==> config.mk <==
export PLATFORM = sky130hd
export DESIGN_NAME = hng_queue
export DESIGN_NICKNAME = d
export VERILOG_FILES = /design/src/design/hng_pkg.sv /design/src/design/hng_queue.sv
export SDC_FILE = /design/constraint.sdc
export NUM_CORES = 1
export LEC_CHECK = 0
export ABC_AREA = 1
export ABC_CLOCK_PERIOD_IN_PS = 11800
export BUFFER_PORTS_ARGS = -buffer_cell sky130_fd_sc_hd__buf_4
export CAP_MARGIN = 20
export CORE_ASPECT_RATIO = 1.1
export CORE_UTILIZATION = 56
export DETAILED_ROUTE_END_ITERATION = 8
export PLACE_DENSITY_LB_ADDON = 0.1
export SLEW_MARGIN = 0
export SYNTH_ARGS = -nofsm -noshare
export SYNTH_HDL_FRONTEND = slang
export SYNTH_SLANG_ARGS = --single-unit
==> constraint.sdc <==
create_clock -name aclk -period 11.8 [get_ports aclk]
set_input_delay 1.18 -clock aclk [delete_from_list [all_inputs] [get_ports aclk]]
set_output_delay 1.18 -clock aclk [all_outputs]
set_load 0.01 [all_outputs]
==> src/design/hng_pkg.sv <==
// Shared types and constants of the height-map normal generator.
// Used by every module of the block but hng_ram; depends on nothing else.
`timescale 1ns / 1ps

package hng_pkg;

    // Geometry and field widths.
    localparam int MAX_ROW_LENGTH = 1024;
    localparam int COL_W          = $clog2(MAX_ROW_LENGTH);
    localparam int LEN_W          = COL_W + 1;
    localparam int ROW_W          = 16;
    localparam int SCALE_W        = 16;
    localparam int SAMPLE_W       = 8;
    localparam int DIFF_W         = SAMPLE_W + 1;
    localparam int HEIGHT_W       = 16;
    localparam int NORMAL_W       = 16;
    localparam int S_TDATA_W      = 8;
    localparam int M_TDATA_W      = 96;

    // Arithmetic widths of the normal datapath.
    localparam int MAG_W   = SAMPLE_W + SCALE_W;   // |diff| * scale
    localparam int SUM_W   = 50;                   // p*p + q*q + K*K, even for the root
    localparam int ROOT_W  = SUM_W / 2;
    localparam int SREM_W  = ROOT_W + 2;
    localparam int NUM_W   = 40;                   // dividend of the component divider
    localparam int QUOT_W  = 17;
    localparam int DREM_W  = ROOT_W;
    localparam int ITER_W  = 5;
    localparam int SQRT_STEPS = ROOT_W;
    localparam int DIV_STEPS  = QUOT_W;

    // Normal constant K = 2 * 255 * 256 and its square.
    localparam logic [16:0]      NORM_K    = 17'd130560;
    localparam logic [SUM_W-1:0] NORM_K_SQ = 50'd17045913600;
    localparam logic [15:0]      NORM_ONE  = 16'h7FFF;
    localparam logic [6:0]       HEIGHT_ROUND   = 7'd127;

    // Division by 255 as a multiplication by ceil(2^32 / 255); exact for
    // every dividend below 2^24.
    localparam int                      HEIGHT_RECIP_W = 25;
    localparam logic [HEIGHT_RECIP_W-1:0] HEIGHT_RECIP = 25'd16843010;
    localparam int                      HEIGHT_SHIFT   = 32;

    // Configuration register indexes and reset values.
    localparam logic [1:0] REG_ROW_LENGTH   = 2'd0;
    localparam logic [1:0] REG_ROW_COUNT    = 2'd1;
    localparam logic [1:0] REG_HEIGHT_SCALE = 2'd2;
    localparam int         CFG_DATA_W       = 16;
    localparam logic [LEN_W-1:0]   ROW_LENGTH_RESET   = 11'd256;
    localparam logic [ROW_W-1:0]   ROW_COUNT_RESET    = 16'd256;
    localparam logic [SCALE_W-1:0] HEIGHT_SCALE_RESET = 16'd256;
    localparam int                 MIN_DIM            = 3;

    // Divider destinations.
    localparam logic [1:0] DSEL_X      = 2'd1;
    localparam logic [1:0] DSEL_Y      = 2'd2;
    localparam logic [1:0] DSEL_Z      = 2'd3;

    // One queued sample with everything the back end needs.
    typedef struct packed {
        logic [COL_W-1:0]          x;
        logic [ROW_W-1:0]          y;
        logic                      emit_a;    // result for the row above
        logic                      emit_b;    // own border result in the last row
        logic                      border_a;
        logic [SAMPLE_W-1:0]       h_a;
        logic [SAMPLE_W-1:0]       h_b;
        logic signed [DIFF_W-1:0]  dx;        // left - right
        logic signed [DIFF_W-1:0]  dz;        // up - down
    } job_t;

    typedef enum logic [1:0] {
        F_IDLE,
        F_RD_CENTER,
        F_RD_SIDES,
        F_PUSH
    } front_state_t;

    typedef enum logic [3:0] {
        B_IDLE,
        B_HEIGHT,
        B_HEIGHT_DIV,
        B_MAG,
        B_SQ_P,
        B_SQ_Q,
        B_SUM,
        B_ROOT,
        B_DIV_SET,
        B_DIV,
        B_OUT
    } back_state_t;

endpackage

==> src/design/hng_queue.sv <==
// Two-entry job queue between front and back end.
// Uses hng_pkg for the job type.
`timescale 1ns / 1ps

module hng_queue (
    input  logic          aclk,
    input  logic          aresetn,
    input  logic          push_i,
    input  hng_pkg::job_t job_i,
    output logic          full_o,
    input  logic          pop_i,
    output hng_pkg::job_t job_o,
    output logic          empty_o
);
    import hng_pkg::*;

    job_t       mem_reg [2];
    logic       wptr_reg;
    logic       rptr_reg;
    logic [1:0] count_reg;
    logic       do_push;
    logic       do_pop;

    assign full_o  = (count_reg == 2'd2);
    assign empty_o = (count_reg == 2'd0);
    assign do_push = push_i && !full_o;
    assign do_pop  = pop_i && !empty_o;
    assign job_o   = mem_reg[rptr_reg];

    // Pointers and fill count.
    always_ff @(posedge aclk) begin
        if (!aresetn) begin
            wptr_reg  <= 1'b0;
            rptr_reg  <= 1'b0;
            count_reg <= 2'd0;
        end else begin
            if (do_push) wptr_reg <= !wptr_reg;
            if (do_pop)  rptr_reg <= !rptr_reg;
            count_reg <= count_reg + {1'b0, do_push} - {1'b0, do_pop};
        end
    end

    // Entry storage.
    always_ff @(posedge aclk) begin
        if (do_push) begin
            mem_reg[wptr_reg] <= job_i;
        end
    end

    assert property (@(posedge aclk) disable iff (!aresetn) push_i |-> !full_o)
        else $error("job pushed into a full queue");
    assert property (@(posedge aclk) disable iff (!aresetn) pop_i |-> !empty_o)
        else $error("job popped from an empty queue");
    assert property (@(posedge aclk) disable iff (!aresetn) count_reg != 2'd3)
        else $error("queue fill count out of range");

endmodule

==> flow_summary.html <==
<table>
<tr><th>Metric</th><th>Value</th></tr>
<tr><th colspan="2">Yosys</th></tr>
<tr><td>Cells after synthesis</td><td>between 200 and 250</td></tr>
<tr><td>Cell with the most instances after synthesis</td><td>edfxtp_1</td></tr>
<tr><td>Number of register bits inferred by synthesis</td><td>131</td></tr>
<tr><td>Number of warnings issued by yosys</td><td>0</td></tr>
<tr><td>Area fraction of the dominant cell type after synthesis</td><td>74.2%</td></tr>
<tr><td>Main area contributors after synthesis</td><td>edfxtp_1 (74%), mux2_4 (18%), buf_12 (2.4%)</td></tr>
<tr><td>Ranking of synthesized cells by instance count</td><td>edfxtp_1 (126), mux2_4 (60), inv_1 (9), nand2_1 (9), nor2_1 (8)</td></tr>
<tr><td>Main synth FF type</td><td>edfxtp_1</td></tr>
<tr><td>Yosys top cell by area</td><td>edfxtp_1</td></tr>
<tr><td>Proportion of synthesized chip area in sequential cells</td><td>76.2%</td></tr>
<tr><td>Post-synth net total</td><td>303</td></tr>
<tr><td>Count of flip-flops with a built-in enable after synthesis</td><td>126</td></tr>
<tr><td>Ys async rst share</td><td>0%</td></tr>
<tr><td>Post-synthesis area per instance</td><td>~22 um2</td></tr>
<tr><td>Cell area after synthesis</td><td>5100 um2</td></tr>
<tr><td>Netlist cell types</td><td>12</td></tr>
<tr><th colspan="2">Power and ir drop</th></tr>
<tr><td>Switching power share of the total</td><td>between 20% and 30%</td></tr>
<tr><td>Clock group share of total power</td><td>a little under a third</td></tr>
<tr><td>Power density cells</td><td>219 nW/um2</td></tr>
<tr><td>Power Total</td><td>1460 uW</td></tr>
<tr><td>Worst IR Drop VDD</td><td>0.122 mV</td></tr>
<tr><td>Net switching power of the design</td><td>356 uW</td></tr>
<tr><td>Reg power frac</td><td>41.9%</td></tr>
<tr><td>Share of total power in combinational logic</td><td>26.7%</td></tr>
<tr><td>Leakage power summed over all cells</td><td>0.00268 uW</td></tr>
<tr><td>Design internal power</td><td>1100 uW</td></tr>
<tr><th colspan="2">Floorplan</th></tr>
<tr><td>Die width</td><td>between 90 and 100 um</td></tr>
<tr><td>I/O Pins</td><td>132</td></tr>
<tr><td>Initial Utilization</td><td>approximately 58%</td></tr>
<tr><td>Placement Rows</td><td>36</td></tr>
<tr><td>Area of the core</td><td>8830 um2</td></tr>
<tr><td>Chip Height</td><td>102 um</td></tr>
<tr><td>Area enclosed by the die boundary</td><td>9490 um2</td></tr>
<tr><th colspan="2">Setup path</th></tr>
<tr><td>Bufs and invs on worst path</td><td>3</td></tr>
<tr><td>Crit path cell chain</td><td>buf_4 &gt; buf_16 &gt; mux2_2 &gt; buf_4</td></tr>
<tr><td>Slowest library cell on the worst path</td><td>buf_4</td></tr>
<tr><td>Kind of end point of the critical path</td><td>output port</td></tr>
<tr><td>Biggest fanout along the worst timing path</td><td>40</td></tr>
<tr><td>Cell family with most CP delay</td><td>buffers and inverters</td></tr>
<tr><td>Req. time, crit path</td><td>10.62 ns</td></tr>
<tr><td>Most frequent CP cell</td><td>buf_4</td></tr>
<tr><td>Critical Path Source Type</td><td>flop</td></tr>
<tr><td>Maximum single-stage delay on the critical path</td><td>about 0.40 ns</td></tr>
<tr><td>Setup Crit Path Kind</td><td>flop to output port</td></tr>
<tr><td>Signal arrival time at the worst endpoint</td><td>2.09 ns</td></tr>
<tr><td>Slack of the worst reg-to-reg path</td><td>between 9 and 10 ns</td></tr>
<tr><th colspan="2">Clock network</th></tr>
<tr><td>CTS hold repair buffers</td><td>0</td></tr>
<tr><td>Htree depth</td><td>4</td></tr>
<tr><td>Cell at the root of the clock tree</td><td>clkbuf_8</td></tr>
<tr><td>Clock latency at the later pin of the worst-skew pair</td><td>0.49 ns</td></tr>
<tr><td>Number of clock buffers inserted by TritonCTS</td><td>17</td></tr>
<tr><td>Sink count of the clock tree</td><td>131</td></tr>
<tr><td>Post-CTS Setup Bufs</td><td>0</td></tr>
<tr><td>Clk buf depth</td><td>2</td></tr>
<tr><td>Clock Pin Slew Worst Setup and Hold Paths</td><td>0.05 ns</td></tr>
<tr><td>Clock tree from TritonCTS</td><td>yes</td></tr>
<tr><td>Resized Gates After CTS</td><td>0</td></tr>
<tr><th colspan="2">Timing</th></tr>
<tr><td>Setup TNS</td><td>0 ns</td></tr>
<tr><td>Fmax</td><td>0.305 GHz</td></tr>
<tr><td>RSZ-0062 raised after global routing</td><td>no</td></tr>
<tr><td>Worst hold slack after final layout</td><td>0.504 ns</td></tr>
<tr><td>Final cycle utilization of the critical path</td><td>27.7%</td></tr>
<tr><td>Setup ws final</td><td>8.53 ns</td></tr>
<tr><td>Number of setup violations in the final report</td><td>0</td></tr>
<tr><td>Transition time of the tightest slew-check pin</td><td>0.825 ns</td></tr>
<tr><td>Number of slew-limit violations in the final report</td><td>0</td></tr>
<tr><td>Final count of hold timing violations</td><td>0</td></tr>
<tr><td>Worst-case clock skew</td><td>0.00705 ns</td></tr>
<tr><td>Max transition margin</td><td>a little under half</td></tr>
<tr><td>Fin crit period</td><td>3.27 ns</td></tr>
<tr><th colspan="2">Route</th></tr>
<tr><td>Pre-antenna DRT Iters</td><td>4</td></tr>
<tr><td>WL/cell</td><td>15.6 um</td></tr>
<tr><td># DRC</td><td>0</td></tr>
<tr><td>Routed Antenna Nets</td><td>0</td></tr>
<tr><td>Total routed wirelength</td><td>7.91 mm</td></tr>
<tr><td>Via density per instance</td><td>approximately 5</td></tr>
<tr><td>Count of vias placed by the detailed router</td><td>2489</td></tr>
<tr><td>DRC marker count from the first detailed-route iteration</td><td>114</td></tr>
<tr><th colspan="2">Finish</th></tr>
<tr><td>Net count, final</td><td>450</td></tr>
<tr><td>Final core utilization</td><td>75.6%</td></tr>
<tr><td>Max reg flops</td><td>126</td></tr>
<tr><td>Fraction of final layout cells sized beyond drive strength 1</td><td>between 50% and 60%</td></tr>
<tr><td>Antenna cells</td><td>0</td></tr>
<tr><td>Area Growth Syn to Fin</td><td>31.0%</td></tr>
<tr><th colspan="2">GRT</th></tr>
<tr><td>Aggregate global-route resource usage</td><td>17.5%</td></tr>
<tr><td>Wire length of the first global-routing pass</td><td>11.9 mm</td></tr>
<tr><td>Antenna violations before repair</td><td>0</td></tr>
<tr><td>Maximum number of pins on one net before global-route repair</td><td>64</td></tr>
<tr><td>Via count of the first global-routing pass</td><td>2490</td></tr>
<tr><td>Sum of overflow across all layers after global routing</td><td>0</td></tr>
<tr><th colspan="2">Placed design</th></tr>
<tr><td>Detailed placement HPWL</td><td>5.05 mm</td></tr>
<tr><td>Post-Place Setup Slack</td><td>8.83 ns</td></tr>
<tr><td>Final estimated routing congestion in global placement</td><td>0.737</td></tr>
<tr><td>Buffers on Ports</td><td>131</td></tr>
<tr><th colspan="2">Worst hold path</th></tr>
<tr><td>HP Class</td><td>flop to flop</td></tr>
<tr><th colspan="2">Run</th></tr>
<tr><td>Max-cap violations</td><td>0</td></tr>
<tr><th colspan="2">Status</th></tr>
<tr><td>Result of the run</td><td>completed</td></tr>
</table>
[cell type report]
cell class / instances / area [um2]
inverter: 9 / 33.8
clock inverter: 8 / 86.3
tap: 114 / 143
sequential: 131 / 3890
multi-input combinational: 87 / 1060
timing repair buffer: 135 / 1030
clock buffer: 23 / 437
fill: 563 / 2150
[cells by family after synthesis]
family | count (synthesis) | synth area share (%)
fa+ha+maj | 2 | 0.491
simple gates | 20 | 1.55
compound gates | 2 | 0.196
mux | 63 | 18.3
flops | 131 | 76.2
buf+inv | 16 | 3.24
[worst min-delay path, stage by stage, from the launching register on]
cell     delay (ns)
dfxtp_1        0.33
nor2_1         0.06
nor2_1         0.08
[cells in the final DEF, fill, tap and decap left out]
| cell type | n |
|---|---|
| nor2_1 | 7 |
| clkinv_1 | 3 |
| buf_4 | 134 |
| inv_1 | 8 |
| dfxtp_4 | 1 |
| nor2_4 | 1 |
| mux2_2 | 3 |
| mux2_4 | 60 |
| clkbuf_16 | 16 |
| ha_1 | 2 |
| inv_2 | 1 |
| dfxtp_1 | 4 |
| edfxtp_1 | 126 |
| buf_16 | 1 |
| clkinv_2 | 3 |
| nand3_1 | 3 |
| nand2_1 | 9 |
| a21oi_1 | 2 |
| clkbuf_8 | 1 |
| bufinv_16 | 2 |
| clkbuf_1 | 6 |
[final timing paths]
check	cells after the start	start	to
setup reg to reg	5	count_reg[0]$_SDFF_PN0_	mem_reg[1][53]$_DFFE_PP_
hold reg to reg	2	rptr_reg$_SDFFE_PN0P_	rptr_reg$_SDFFE_PN0P_
hold / removal	2	rptr_reg$_SDFFE_PN0P_	rptr_reg$_SDFFE_PN0P_
setup / recovery	4	flop	job_o[1]
[power groups by stage]
stage | Clock [uW] | Combinational (uW) | Sequential, uW
6_report | 459 | 390 | 611
5_1_grt | 487 | 419 | 617
4_1_cts | 466 | 394 | 611
3_5_place_dp | 0 | 392 | 620
3_3_place_gp | 0 | 389 | 616
2_1_floorplan | 0 | 260 | 618
[per-stage QoR]
| stage | area, um2 | std cells |
|---|---|---|
| finish | 6680 | 507 |
| CTS | 6650 | 506 |
| global route | 6680 | 507 |
| floorplan | 5100 | 234 |
| detailed placement | 6130 | 475 |
| global placement | 6130 | 475 |
[per-layer routing]
metal	wire, um	global-route usage (%)	share of wire (%)	vias to the layer above
li1	-	-	-	1191
met2	4160	29.5	53	89
met3	566	5.95	7.2	11
met4	119	8.52	1.5	0
met5	0	0	0	-
met1	3060	20.3	39	1198
No activity file was read; power rests on OpenSTA's default activity.
