$ cat src/design/hng_pkg.sv
// Shared types and constants of the height-map normal generator.
// Used by every module of the block but hng_ram; depends on nothing else.
`timescale 1ns / 1ps

package hng_pkg;

    // Geometry and field widths.
    localparam int MAX_ROW_LENGTH = 1024;
    localparam int COL_W          = $clog2(MAX_ROW_LENGTH);
    localparam int LEN_W          = COL_W + 1;
    localparam int ROW_W          = 16;
    localparam int SCALE_W        = 16;
    localparam int SAMPLE_W       = 8;
    localparam int DIFF_W         = SAMPLE_W + 1;
    localparam int HEIGHT_W       = 16;
    localparam int NORMAL_W       = 16;
    localparam int S_TDATA_W      = 8;
    localparam int M_TDATA_W      = 96;

    // Arithmetic widths of the normal datapath.
    localparam int MAG_W   = SAMPLE_W + SCALE_W;   // |diff| * scale
    localparam int SUM_W   = 50;                   // p*p + q*q + K*K, even for the root
    localparam int ROOT_W  = SUM_W / 2;
    localparam int SREM_W  = ROOT_W + 2;
    localparam int NUM_W   = 40;                   // dividend of the component divider
    localparam int QUOT_W  = 17;
    localparam int DREM_W  = ROOT_W;
    localparam int ITER_W  = 5;
    localparam int SQRT_STEPS = ROOT_W;
    localparam int DIV_STEPS  = QUOT_W;

    // Normal constant K = 2 * 255 * 256 and its square.
    localparam logic [16:0]      NORM_K    = 17'd130560;
    localparam logic [SUM_W-1:0] NORM_K_SQ = 50'd17045913600;
    localparam logic [15:0]      NORM_ONE  = 16'h7FFF;
    localparam logic [6:0]       HEIGHT_ROUND   = 7'd127;

    // Division by 255 as a multiplication by ceil(2^32 / 255); exact for
    // every dividend below 2^24.
    localparam int                      HEIGHT_RECIP_W = 25;
    localparam logic [HEIGHT_RECIP_W-1:0] HEIGHT_RECIP = 25'd16843010;
    localparam int                      HEIGHT_SHIFT   = 32;

    // Configuration register indexes and reset values.
    localparam logic [1:0] REG_ROW_LENGTH   = 2'd0;
    localparam logic [1:0] REG_ROW_COUNT    = 2'd1;
    localparam logic [1:0] REG_HEIGHT_SCALE = 2'd2;
    localparam int         CFG_DATA_W       = 16;
    localparam logic [LEN_W-1:0]   ROW_LENGTH_RESET   = 11'd256;
    localparam logic [ROW_W-1:0]   ROW_COUNT_RESET    = 16'd256;
    localparam logic [SCALE_W-1:0] HEIGHT_SCALE_RESET = 16'd256;
    localparam int                 MIN_DIM            = 3;

    // Divider destinations.
    localparam logic [1:0] DSEL_X      = 2'd1;
    localparam logic [1:0] DSEL_Y      = 2'd2;
    localparam logic [1:0] DSEL_Z      = 2'd3;

    // One queued sample with everything the back end needs.
    typedef struct packed {
        logic [COL_W-1:0]          x;
        logic [ROW_W-1:0]          y;
        logic                      emit_a;    // result for the row above
        logic                      emit_b;    // own border result in the last row
        logic                      border_a;
        logic [SAMPLE_W-1:0]       h_a;
        logic [SAMPLE_W-1:0]       h_b;
        logic signed [DIFF_W-1:0]  dx;        // left - right
        logic signed [DIFF_W-1:0]  dz;        // up - down
    } job_t;

    typedef enum logic [1:0] {
        F_IDLE,
        F_RD_CENTER,
        F_RD_SIDES,
        F_PUSH
    } front_state_t;

    typedef enum logic [3:0] {
        B_IDLE,
        B_HEIGHT,
        B_HEIGHT_DIV,
        B_MAG,
        B_SQ_P,
        B_SQ_Q,
        B_SUM,
        B_ROOT,
        B_DIV_SET,
        B_DIV,
        B_OUT
    } back_state_t;

endpackage

$ cat src/design/hng_back.sv
// Back end: turns a job into one or two results, computing the scaled height
// by a reciprocal multiplication and, for an interior result only, the unit
// normal with an iterative square root and an iterative divider. Uses hng_pkg.
`timescale 1ns / 1ps

module hng_back (
    input  logic                          aclk,
    input  logic                          aresetn,
    input  logic                          empty_i,
    input  hng_pkg::job_t                 job_i,
    output logic                          pop_o,
    input  logic [hng_pkg::SCALE_W-1:0]   scale_i,
    output logic                          m_tvalid,
    input  logic                          m_tready,
    output logic [hng_pkg::M_TDATA_W-1:0] m_tdata,
    output logic                          m_tlast
);
    import hng_pkg::*;

    back_state_t state_reg, state_next;

    job_t                 job_reg;
    logic                 cur_b_reg;
    logic [ITER_W-1:0]    iter_reg;
    logic [1:0]           dsel_reg;
    logic [MAG_W-1:0]     p_mag_reg;
    logic [MAG_W-1:0]     q_mag_reg;
    logic [2*MAG_W-1:0]   sq_p_reg;
    logic [2*MAG_W-1:0]   sq_q_reg;
    logic [SUM_W-1:0]     rad_reg;
    logic [ROOT_W-1:0]    root_reg;
    logic [SREM_W-1:0]    srem_reg;
    logic [DREM_W-1:0]    drem_reg;
    logic [QUOT_W-1:0]    dnum_reg;
    logic [QUOT_W-1:0]    quot_reg;
    logic [ROOT_W-1:0]    den_reg;
    logic [MAG_W-1:0]     height_num_reg;
    logic [HEIGHT_W-1:0]  height_reg;
    logic [NORMAL_W-1:0]  nx_reg;
    logic [NORMAL_W-1:0]  ny_reg;
    logic [NORMAL_W-1:0]  nz_reg;

    logic [SAMPLE_W-1:0]  h_cur;
    logic                 border_cur;
    logic [SAMPLE_W-1:0]  abs_dx;
    logic [SAMPLE_W-1:0]  abs_dz;
    logic [SREM_W+1:0]    sq_t;
    logic [SREM_W+1:0]    sq_trial;
    logic                 sq_ge;
    logic [DREM_W:0]      div_t;
    logic                 div_ge;
    logic [QUOT_W-1:0]    quot_full;
    logic [NORMAL_W-1:0]  comp_sat;
    logic [NORMAL_W-1:0]  comp_signed;
    logic                 comp_neg;
    logic [MAG_W-1:0]     comp_mag;
    logic [MAG_W-1:0]     height_num;
    logic [MAG_W+HEIGHT_RECIP_W-1:0] height_prod;
    logic [NUM_W-1:0]     comp_num;
    logic                 sqrt_last;
    logic                 div_last;
    logic [ROW_W-1:0]     row_out;

    assign h_cur      = cur_b_reg ? job_reg.h_b : job_reg.h_a;
    assign border_cur = cur_b_reg || job_reg.border_a;
    assign abs_dx     = job_reg.dx[DIFF_W-1] ? SAMPLE_W'(-job_reg.dx) : job_reg.dx[SAMPLE_W-1:0];
    assign abs_dz     = job_reg.dz[DIFF_W-1] ? SAMPLE_W'(-job_reg.dz) : job_reg.dz[SAMPLE_W-1:0];
    assign sqrt_last  = (iter_reg == ITER_W'(SQRT_STEPS - 1));
    assign div_last   = (iter_reg == ITER_W'(DIV_STEPS - 1));

    // One step of the digit-by-digit square root.
    assign sq_t     = {srem_reg, rad_reg[SUM_W-1 -: 2]};
    assign sq_trial = {2'b00, root_reg, 2'b01};
    assign sq_ge    = sq_t >= sq_trial;

    // One step of the restoring divider.
    assign div_t     = {drem_reg, dnum_reg[QUOT_W-1]};
    assign div_ge    = div_t >= {1'b0, den_reg};
    assign quot_full = {quot_reg[QUOT_W-2:0], div_ge};

    // Saturation and sign of a normal component.
    assign comp_sat    = (quot_full[QUOT_W-1] || quot_full[NORMAL_W-1]) ?
                         NORM_ONE : quot_full[NORMAL_W-1:0];
    assign comp_neg    = ((dsel_reg == DSEL_X) && job_reg.dx[DIFF_W-1])
                      || ((dsel_reg == DSEL_Z) && job_reg.dz[DIFF_W-1]);
    assign comp_signed = comp_neg ? -comp_sat : comp_sat;

    // Rounded height dividend, then its quotient by 255 through the reciprocal.
    assign height_num  = h_cur * scale_i + MAG_W'(HEIGHT_ROUND);
    assign height_prod = height_num_reg * HEIGHT_RECIP;

    // Rounded dividend of a normal component.
    always_comb begin
        priority if (dsel_reg == DSEL_X) comp_mag = p_mag_reg;
        else if (dsel_reg == DSEL_Z)     comp_mag = q_mag_reg;
        else                             comp_mag = MAG_W'(NORM_K);
    end
    assign comp_num = {1'b0, comp_mag, 15'd0} + NUM_W'(root_reg[ROOT_W-1:1]);

    // Next state.
    always_comb begin
        state_next = state_reg;
        unique case (state_reg)
            B_IDLE:       if (!empty_i) state_next = B_HEIGHT;
            B_HEIGHT:     state_next = B_HEIGHT_DIV;
            B_HEIGHT_DIV: state_next = border_cur ? B_OUT : B_MAG;
            B_MAG:        state_next = B_SQ_P;
            B_SQ_P:       state_next = B_SQ_Q;
            B_SQ_Q:       state_next = B_SUM;
            B_SUM:        state_next = B_ROOT;
            B_ROOT:       if (sqrt_last) state_next = B_DIV_SET;
            B_DIV_SET:    state_next = B_DIV;
            B_DIV: begin
                if (div_last) begin
                    state_next = (dsel_reg == DSEL_Z) ? B_OUT : B_DIV_SET;
                end
            end
            B_OUT: begin
                if (m_tready) begin
                    state_next = (!cur_b_reg && job_reg.emit_b) ? B_HEIGHT : B_IDLE;
                end
            end
            default: state_next = B_IDLE;
        endcase
    end

    // Handshake outputs.
    always_comb begin
        pop_o    = 1'b0;
        m_tvalid = 1'b0;
        unique case (state_reg)
            B_IDLE:  pop_o    = !empty_i;
            B_OUT:   m_tvalid = 1'b1;
            default: begin
            end
        endcase
    end

    always_ff @(posedge aclk) begin
        if (!aresetn) begin
            state_reg <= B_IDLE;
        end else begin
            state_reg <= state_next;
        end
    end

    // Datapath registers.
    always_ff @(posedge aclk) begin
        unique case (state_reg)
            B_IDLE: begin
                if (!empty_i) begin
                    job_reg   <= job_i;
                    cur_b_reg <= !job_i.emit_a;
                end
            end
            B_HEIGHT: height_num_reg <= height_num;
            B_HEIGHT_DIV: begin
                height_reg <= height_prod[HEIGHT_SHIFT +: HEIGHT_W];
                nx_reg     <= '0;
                ny_reg     <= NORM_ONE;
                nz_reg     <= '0;
            end
            B_MAG: begin
                p_mag_reg <= abs_dx * scale_i;
                q_mag_reg <= abs_dz * scale_i;
            end
            B_SQ_P: sq_p_reg <= p_mag_reg * p_mag_reg;
            B_SQ_Q: sq_q_reg <= q_mag_reg * q_mag_reg;
            B_SUM: begin
                rad_reg  <= SUM_W'(sq_p_reg) + SUM_W'(sq_q_reg) + NORM_K_SQ;
                root_reg <= '0;
                srem_reg <= '0;
                iter_reg <= '0;
                dsel_reg <= DSEL_X;
            end
            B_ROOT: begin
                rad_reg  <= {rad_reg[SUM_W-3:0], 2'b00};
                iter_reg <= iter_reg + ITER_W'(1);
                if (sq_ge) begin
                    srem_reg <= SREM_W'(sq_t - sq_trial);
                    root_reg <= {root_reg[ROOT_W-2:0], 1'b1};
                end else begin
                    srem_reg <= sq_t[SREM_W-1:0];
                    root_reg <= {root_reg[ROOT_W-2:0], 1'b0};
                end
            end
            B_DIV_SET: begin
                drem_reg <= DREM_W'(comp_num[NUM_W-1:QUOT_W]);
                dnum_reg <= comp_num[QUOT_W-1:0];
                den_reg  <= root_reg;
                iter_reg <= '0;
            end
            B_DIV: begin
                drem_reg <= div_ge ? DREM_W'(div_t - {1'b0, den_reg}) : div_t[DREM_W-1:0];
                dnum_reg <= {dnum_reg[QUOT_W-2:0], 1'b0};
                quot_reg <= quot_full;
                iter_reg <= iter_reg + ITER_W'(1);
                if (div_last) begin
                    unique case (dsel_reg)
                        DSEL_X: begin
                            nx_reg   <= comp_signed;
                            dsel_reg <= DSEL_Y;
                        end
                        DSEL_Y: begin
                            ny_reg   <= comp_signed;
                            dsel_reg <= DSEL_Z;
                        end
                        DSEL_Z: nz_reg <= comp_signed;
                        default: begin
                        end
                    endcase
                end
            end
            B_OUT: begin
                if (m_tready && !cur_b_reg && job_reg.emit_b) begin
                    cur_b_reg <= 1'b1;
                end
            end
            default: begin
            end
        endcase
    end

    // Result packing.
    assign row_out = cur_b_reg ? job_reg.y : job_reg.y - ROW_W'(1);
    assign m_tdata = {6'd0, nz_reg, ny_reg, nx_reg, height_reg, row_out, job_reg.x};
    assign m_tlast = cur_b_reg || !job_reg.emit_b;

    assert property (@(posedge aclk) disable iff (!aresetn) m_tvalid |-> !ny_reg[NORMAL_W-1])
        else $error("negative normal y component on output");
    assert property (@(posedge aclk) disable iff (!aresetn)
        (state_reg == B_DIV) |-> (iter_reg < ITER_W'(DIV_STEPS)))
        else $error("divider ran past its last step");
    assert property (@(posedge aclk) disable iff (!aresetn)
        (m_tvalid && cur_b_reg) |-> (nx_reg == '0 && nz_reg == '0))
        else $error("last-row result without border normal");

endmodule
$ cat config.mk
export PLATFORM = sky130hd
export DESIGN_NAME = hng_back
export DESIGN_NICKNAME = d
export VERILOG_FILES = /design/src/design/hng_pkg.sv /design/src/design/hng_back.sv
export SDC_FILE = /design/constraint.sdc
export NUM_CORES = 2
export LEC_CHECK = 0
export BUFFER_PORTS_ARGS = -buffer_cell sky130_fd_sc_hd__buf_2
export CAP_MARGIN = 20
export CORE_ASPECT_RATIO = 2
export CORE_MARGIN = 4
export CORE_UTILIZATION = 60
export CTS_BUF_LIST = sky130_fd_sc_hd__clkbuf_4
export DETAILED_ROUTE_END_ITERATION = 6
export PLACE_DENSITY = 0.83
export SKIP_LAST_GASP = 1
export SLEW_MARGIN = 0
export SYNTH_ARGS = -nofsm -noshare
export SYNTH_HDL_FRONTEND = slang
export SYNTH_SLANG_ARGS = --single-unit
$ cat constraint.sdc
create_clock -name aclk -period 7.2 [get_ports aclk]
set_clock_uncertainty 0.1 [all_clocks]
set_input_delay 1.08 -clock aclk [delete_from_list [all_inputs] [get_ports aclk]]
set_output_delay 1.08 -clock aclk [all_outputs]
set_load 0.005 [all_outputs]
==> flow_summary.json <==
{
  "synthCells": 7395,
  "start_util_pct": 60.5,
  "crit_required_ns": 7.94,
  "hold_violations": 0,
  "drt-pass1-iter-count": 7,
  "post-place-ws_ns": -0.219,
  "die_w_um": 253,
  "yosys-top-cells-count": "inv_1 (1,688), fa_1 (1,120), ha_1 (819)",
  "largest_reg_flops": 52,
  "met1_length_um": 59700,
  "arrival_ns": 8.24,
  "placementRows": 179,
  "dieArea_mm2": 0.126,
  "seq_area_frac_synth_pct": 20.3,
  "die_h_um": 499,
  "synth_area_per_cell_um2": 9.77,
  "async_reset_ff_share_pct": 0,
  "h-tree-depth": 3,
  "synth_most_common_cell": "inv_1",
  "cts_buffers": 110,
  "area_delta_synth_final_pct": 11.7,
  "remaining_drc_errors": 1,
  "synth_cell_types": 92,
  "yosysTopAreaCell": "fa_1",
  "path_buf_inv": 7,
  "core_area_mm2": 0.119,
  "crit_type": "reg2reg",
  "tightest_slew_ns": 1.07,
  "drv_cap": 0,
  "highest_layer": "met5",
  "rsz0062_at_grt": "yes",
  "slew_headroom_pct": 28.7,
  "fmax_ghz": 0.133,
  "clk_pin_slew_ns": 0.10,
  "vias": 55600,
  "place.gp.congestion": 1.01,
  "cts_sinks": 489,
  "layout-drive-gt1-share_pct": 12.7,
  "violations": "design-rule violations, negative setup slack",
  "yosys_warnings": 0,
  "clockBufferDepth": 3,
  "fin_crit_ns": 7.50,
  "ys.flop_type": "edfxtp_1",
  "worst-path-max-fanout": 4,
  "path_delay_family": "adder cells",
  "dr_wl_met3_um": 13700,
  "antenna_found_initial": 9,
  "met2WireLength_um": 108000,
  "viasPerCell": 5.84,
  "synth_edf_count": 485,
  "slowest_stage": "fa_1",
  "status": "complete, but fails checks",
  "port_buffers": 175,
  "cts_tree": "done",
  "post-route-period-util_pct": 104,
  "final_nets": 9914,
  "setup_violations": 20,
  "boundaryPins": 182,
  "dp_hpwl_um": 161000,
  "crit_top_cell": "fa_1",
  "grt_start_max_net_pins": 64,
  "cp-start-kind": "register",
  "grt_pass1_vias": 61800,
  "drt_iter0_drc": 3388,
  "end_kind": "register",
  "maxSlewViolCount": 0,
  "drt-wirelength-per-cell_um": 21.9,
  "ant_nets": 0,
  "synth_seq_cells": 489,
  "worst_slack_ns": -0.295,
  "grt_pass1_wl_um": 314000,
  "root_buffer": "clkbuf_4",
  "clkLatencyLatePin_ns": 1.12,
  "wirelength_um": 208000,
  "yosysTopAreaCellShare_pct": 31.0,
  "synth_top_cells_by_area": "fa_1 (31%), edfxtp_1 (20%), ha_1 (14%), inv_1 (8.8%), nand2_1 (3.7%)",
  "grt_usage_pct": 32.0,
  "hold_path.class": "in2reg",
  "syn-cell-area_mm2": 0.0722,
  "critPathMaxStageDelay_ns": 0.71,
  "grt.overflow.total": 0
}
path summary, 6_finish.rpt:
kind / to / slack (ns) / cells after the start / start
min: job_reg[35] / 0.1 / 1 / job_i[35]
max reg2reg: sq_q_reg[47] / -0.30 / 25 / q_mag_reg[4]
min reg2reg: den_reg[13] / 0.36 / 0 / root_reg[13]
max: sq_q_reg[47] / -0.30 / 25 / q_mag_reg[4]
stage by stage:
step	utilization (%)	hold WS [ns]	std cells	setup TNS, ns	area, um2
finish	67.6	0.0959	9524	-2.44	80700
global route	67.6	0.0742	9522	-8.78	80700
CTS	66.2	0.0233	9442	0	79000
detailed placement	64.1	0.336	9169	-1.22	76500
global placement	64.1	0.336	9168	-0.150	76500
floorplan	-	0.326	7401	-0.0529	72300
kinds of logic after synthesis:
family	after synthesis	synth area share, %
and+or+nand+nor	1809	12.2
adders and majority gates	1939	45.2
xor gates and xnor gates	304	3.69
buffers and inverters	1943	10.2
DFF	489	20.3
other	1	0.00519
muxes	66	0.947
AOI/OAI and AO/OA	844	7.45
layer usage:
layer,vias to the layer above,GRT usage (%)
li1,24300,-
met1,27200,28.3
met2,2717,59.1
met3,1311,5.51
met4,4,30.8
met5,-,0
cell usage in the layout, fill, tap and decap left out, types with 21 or more instances in the layout:
cell type | Yosys | layout
a211oi_1 | 25 | 23
a21o_1 | 120 | 120
a21oi_1 | 269 | 246
a31oi_1 | 31 | 30
and2_1 | 334 | 316
and3_1 | 31 | 29
buf_2 | 7 | 175
buf_4 | 16 | 334
buf_6 | 1 | 40
clkbuf_4 | 0 | 144
clkinv_1 | 0 | 27
dlygate4sd3_1 | 0 | 60
edfxtp_1 | 485 | 485
fa_1 | 1120 | 1078
fa_2 | 0 | 42
ha_1 | 819 | 798
ha_4 | 0 | 21
inv_1 | 1688 | 1656
inv_2 | 1 | 33
mux2i_1 | 47 | 47
nand2_1 | 704 | 682
nand2b_1 | 53 | 53
nand3_1 | 58 | 54
nand4_1 | 39 | 39
nor2_1 | 275 | 265
nor2b_1 | 155 | 153
nor3_1 | 56 | 49
o21a_1 | 40 | 40
o21ai_0 | 167 | 155
o21bai_1 | 27 | 27
or3_1 | 25 | 25
xnor2_1 | 207 | 203
xor2_1 | 97 | 97
layout make-up:
type / count / area [um2]
Antenna cell: 5 / 12.5
Clock buffer: 142 / 1070
Clock inverter: 59 / 571
Fill cell: 8504 / 38700
Inverter: 1689 / 6340
Multi-Input combinational cell: 4969 / 51200
Sequential cell: 489 / 14600
Tap cell: 1538 / 1920
Timing Repair Buffer: 633 / 4880
what timing repair did:
action	4_1_cts	5_1_grt
cloned	0	5
setup buffers	12	71
gates resized for setup	27	262
endpoints found under the setup margin	17	34
pin swaps	10	131
hold buffers	60	0
endpoints found under the hold margin	60	0
Power is not shown: default switching activity piles up to over one toggle a cycle in this logic, so the estimate is an artifact.
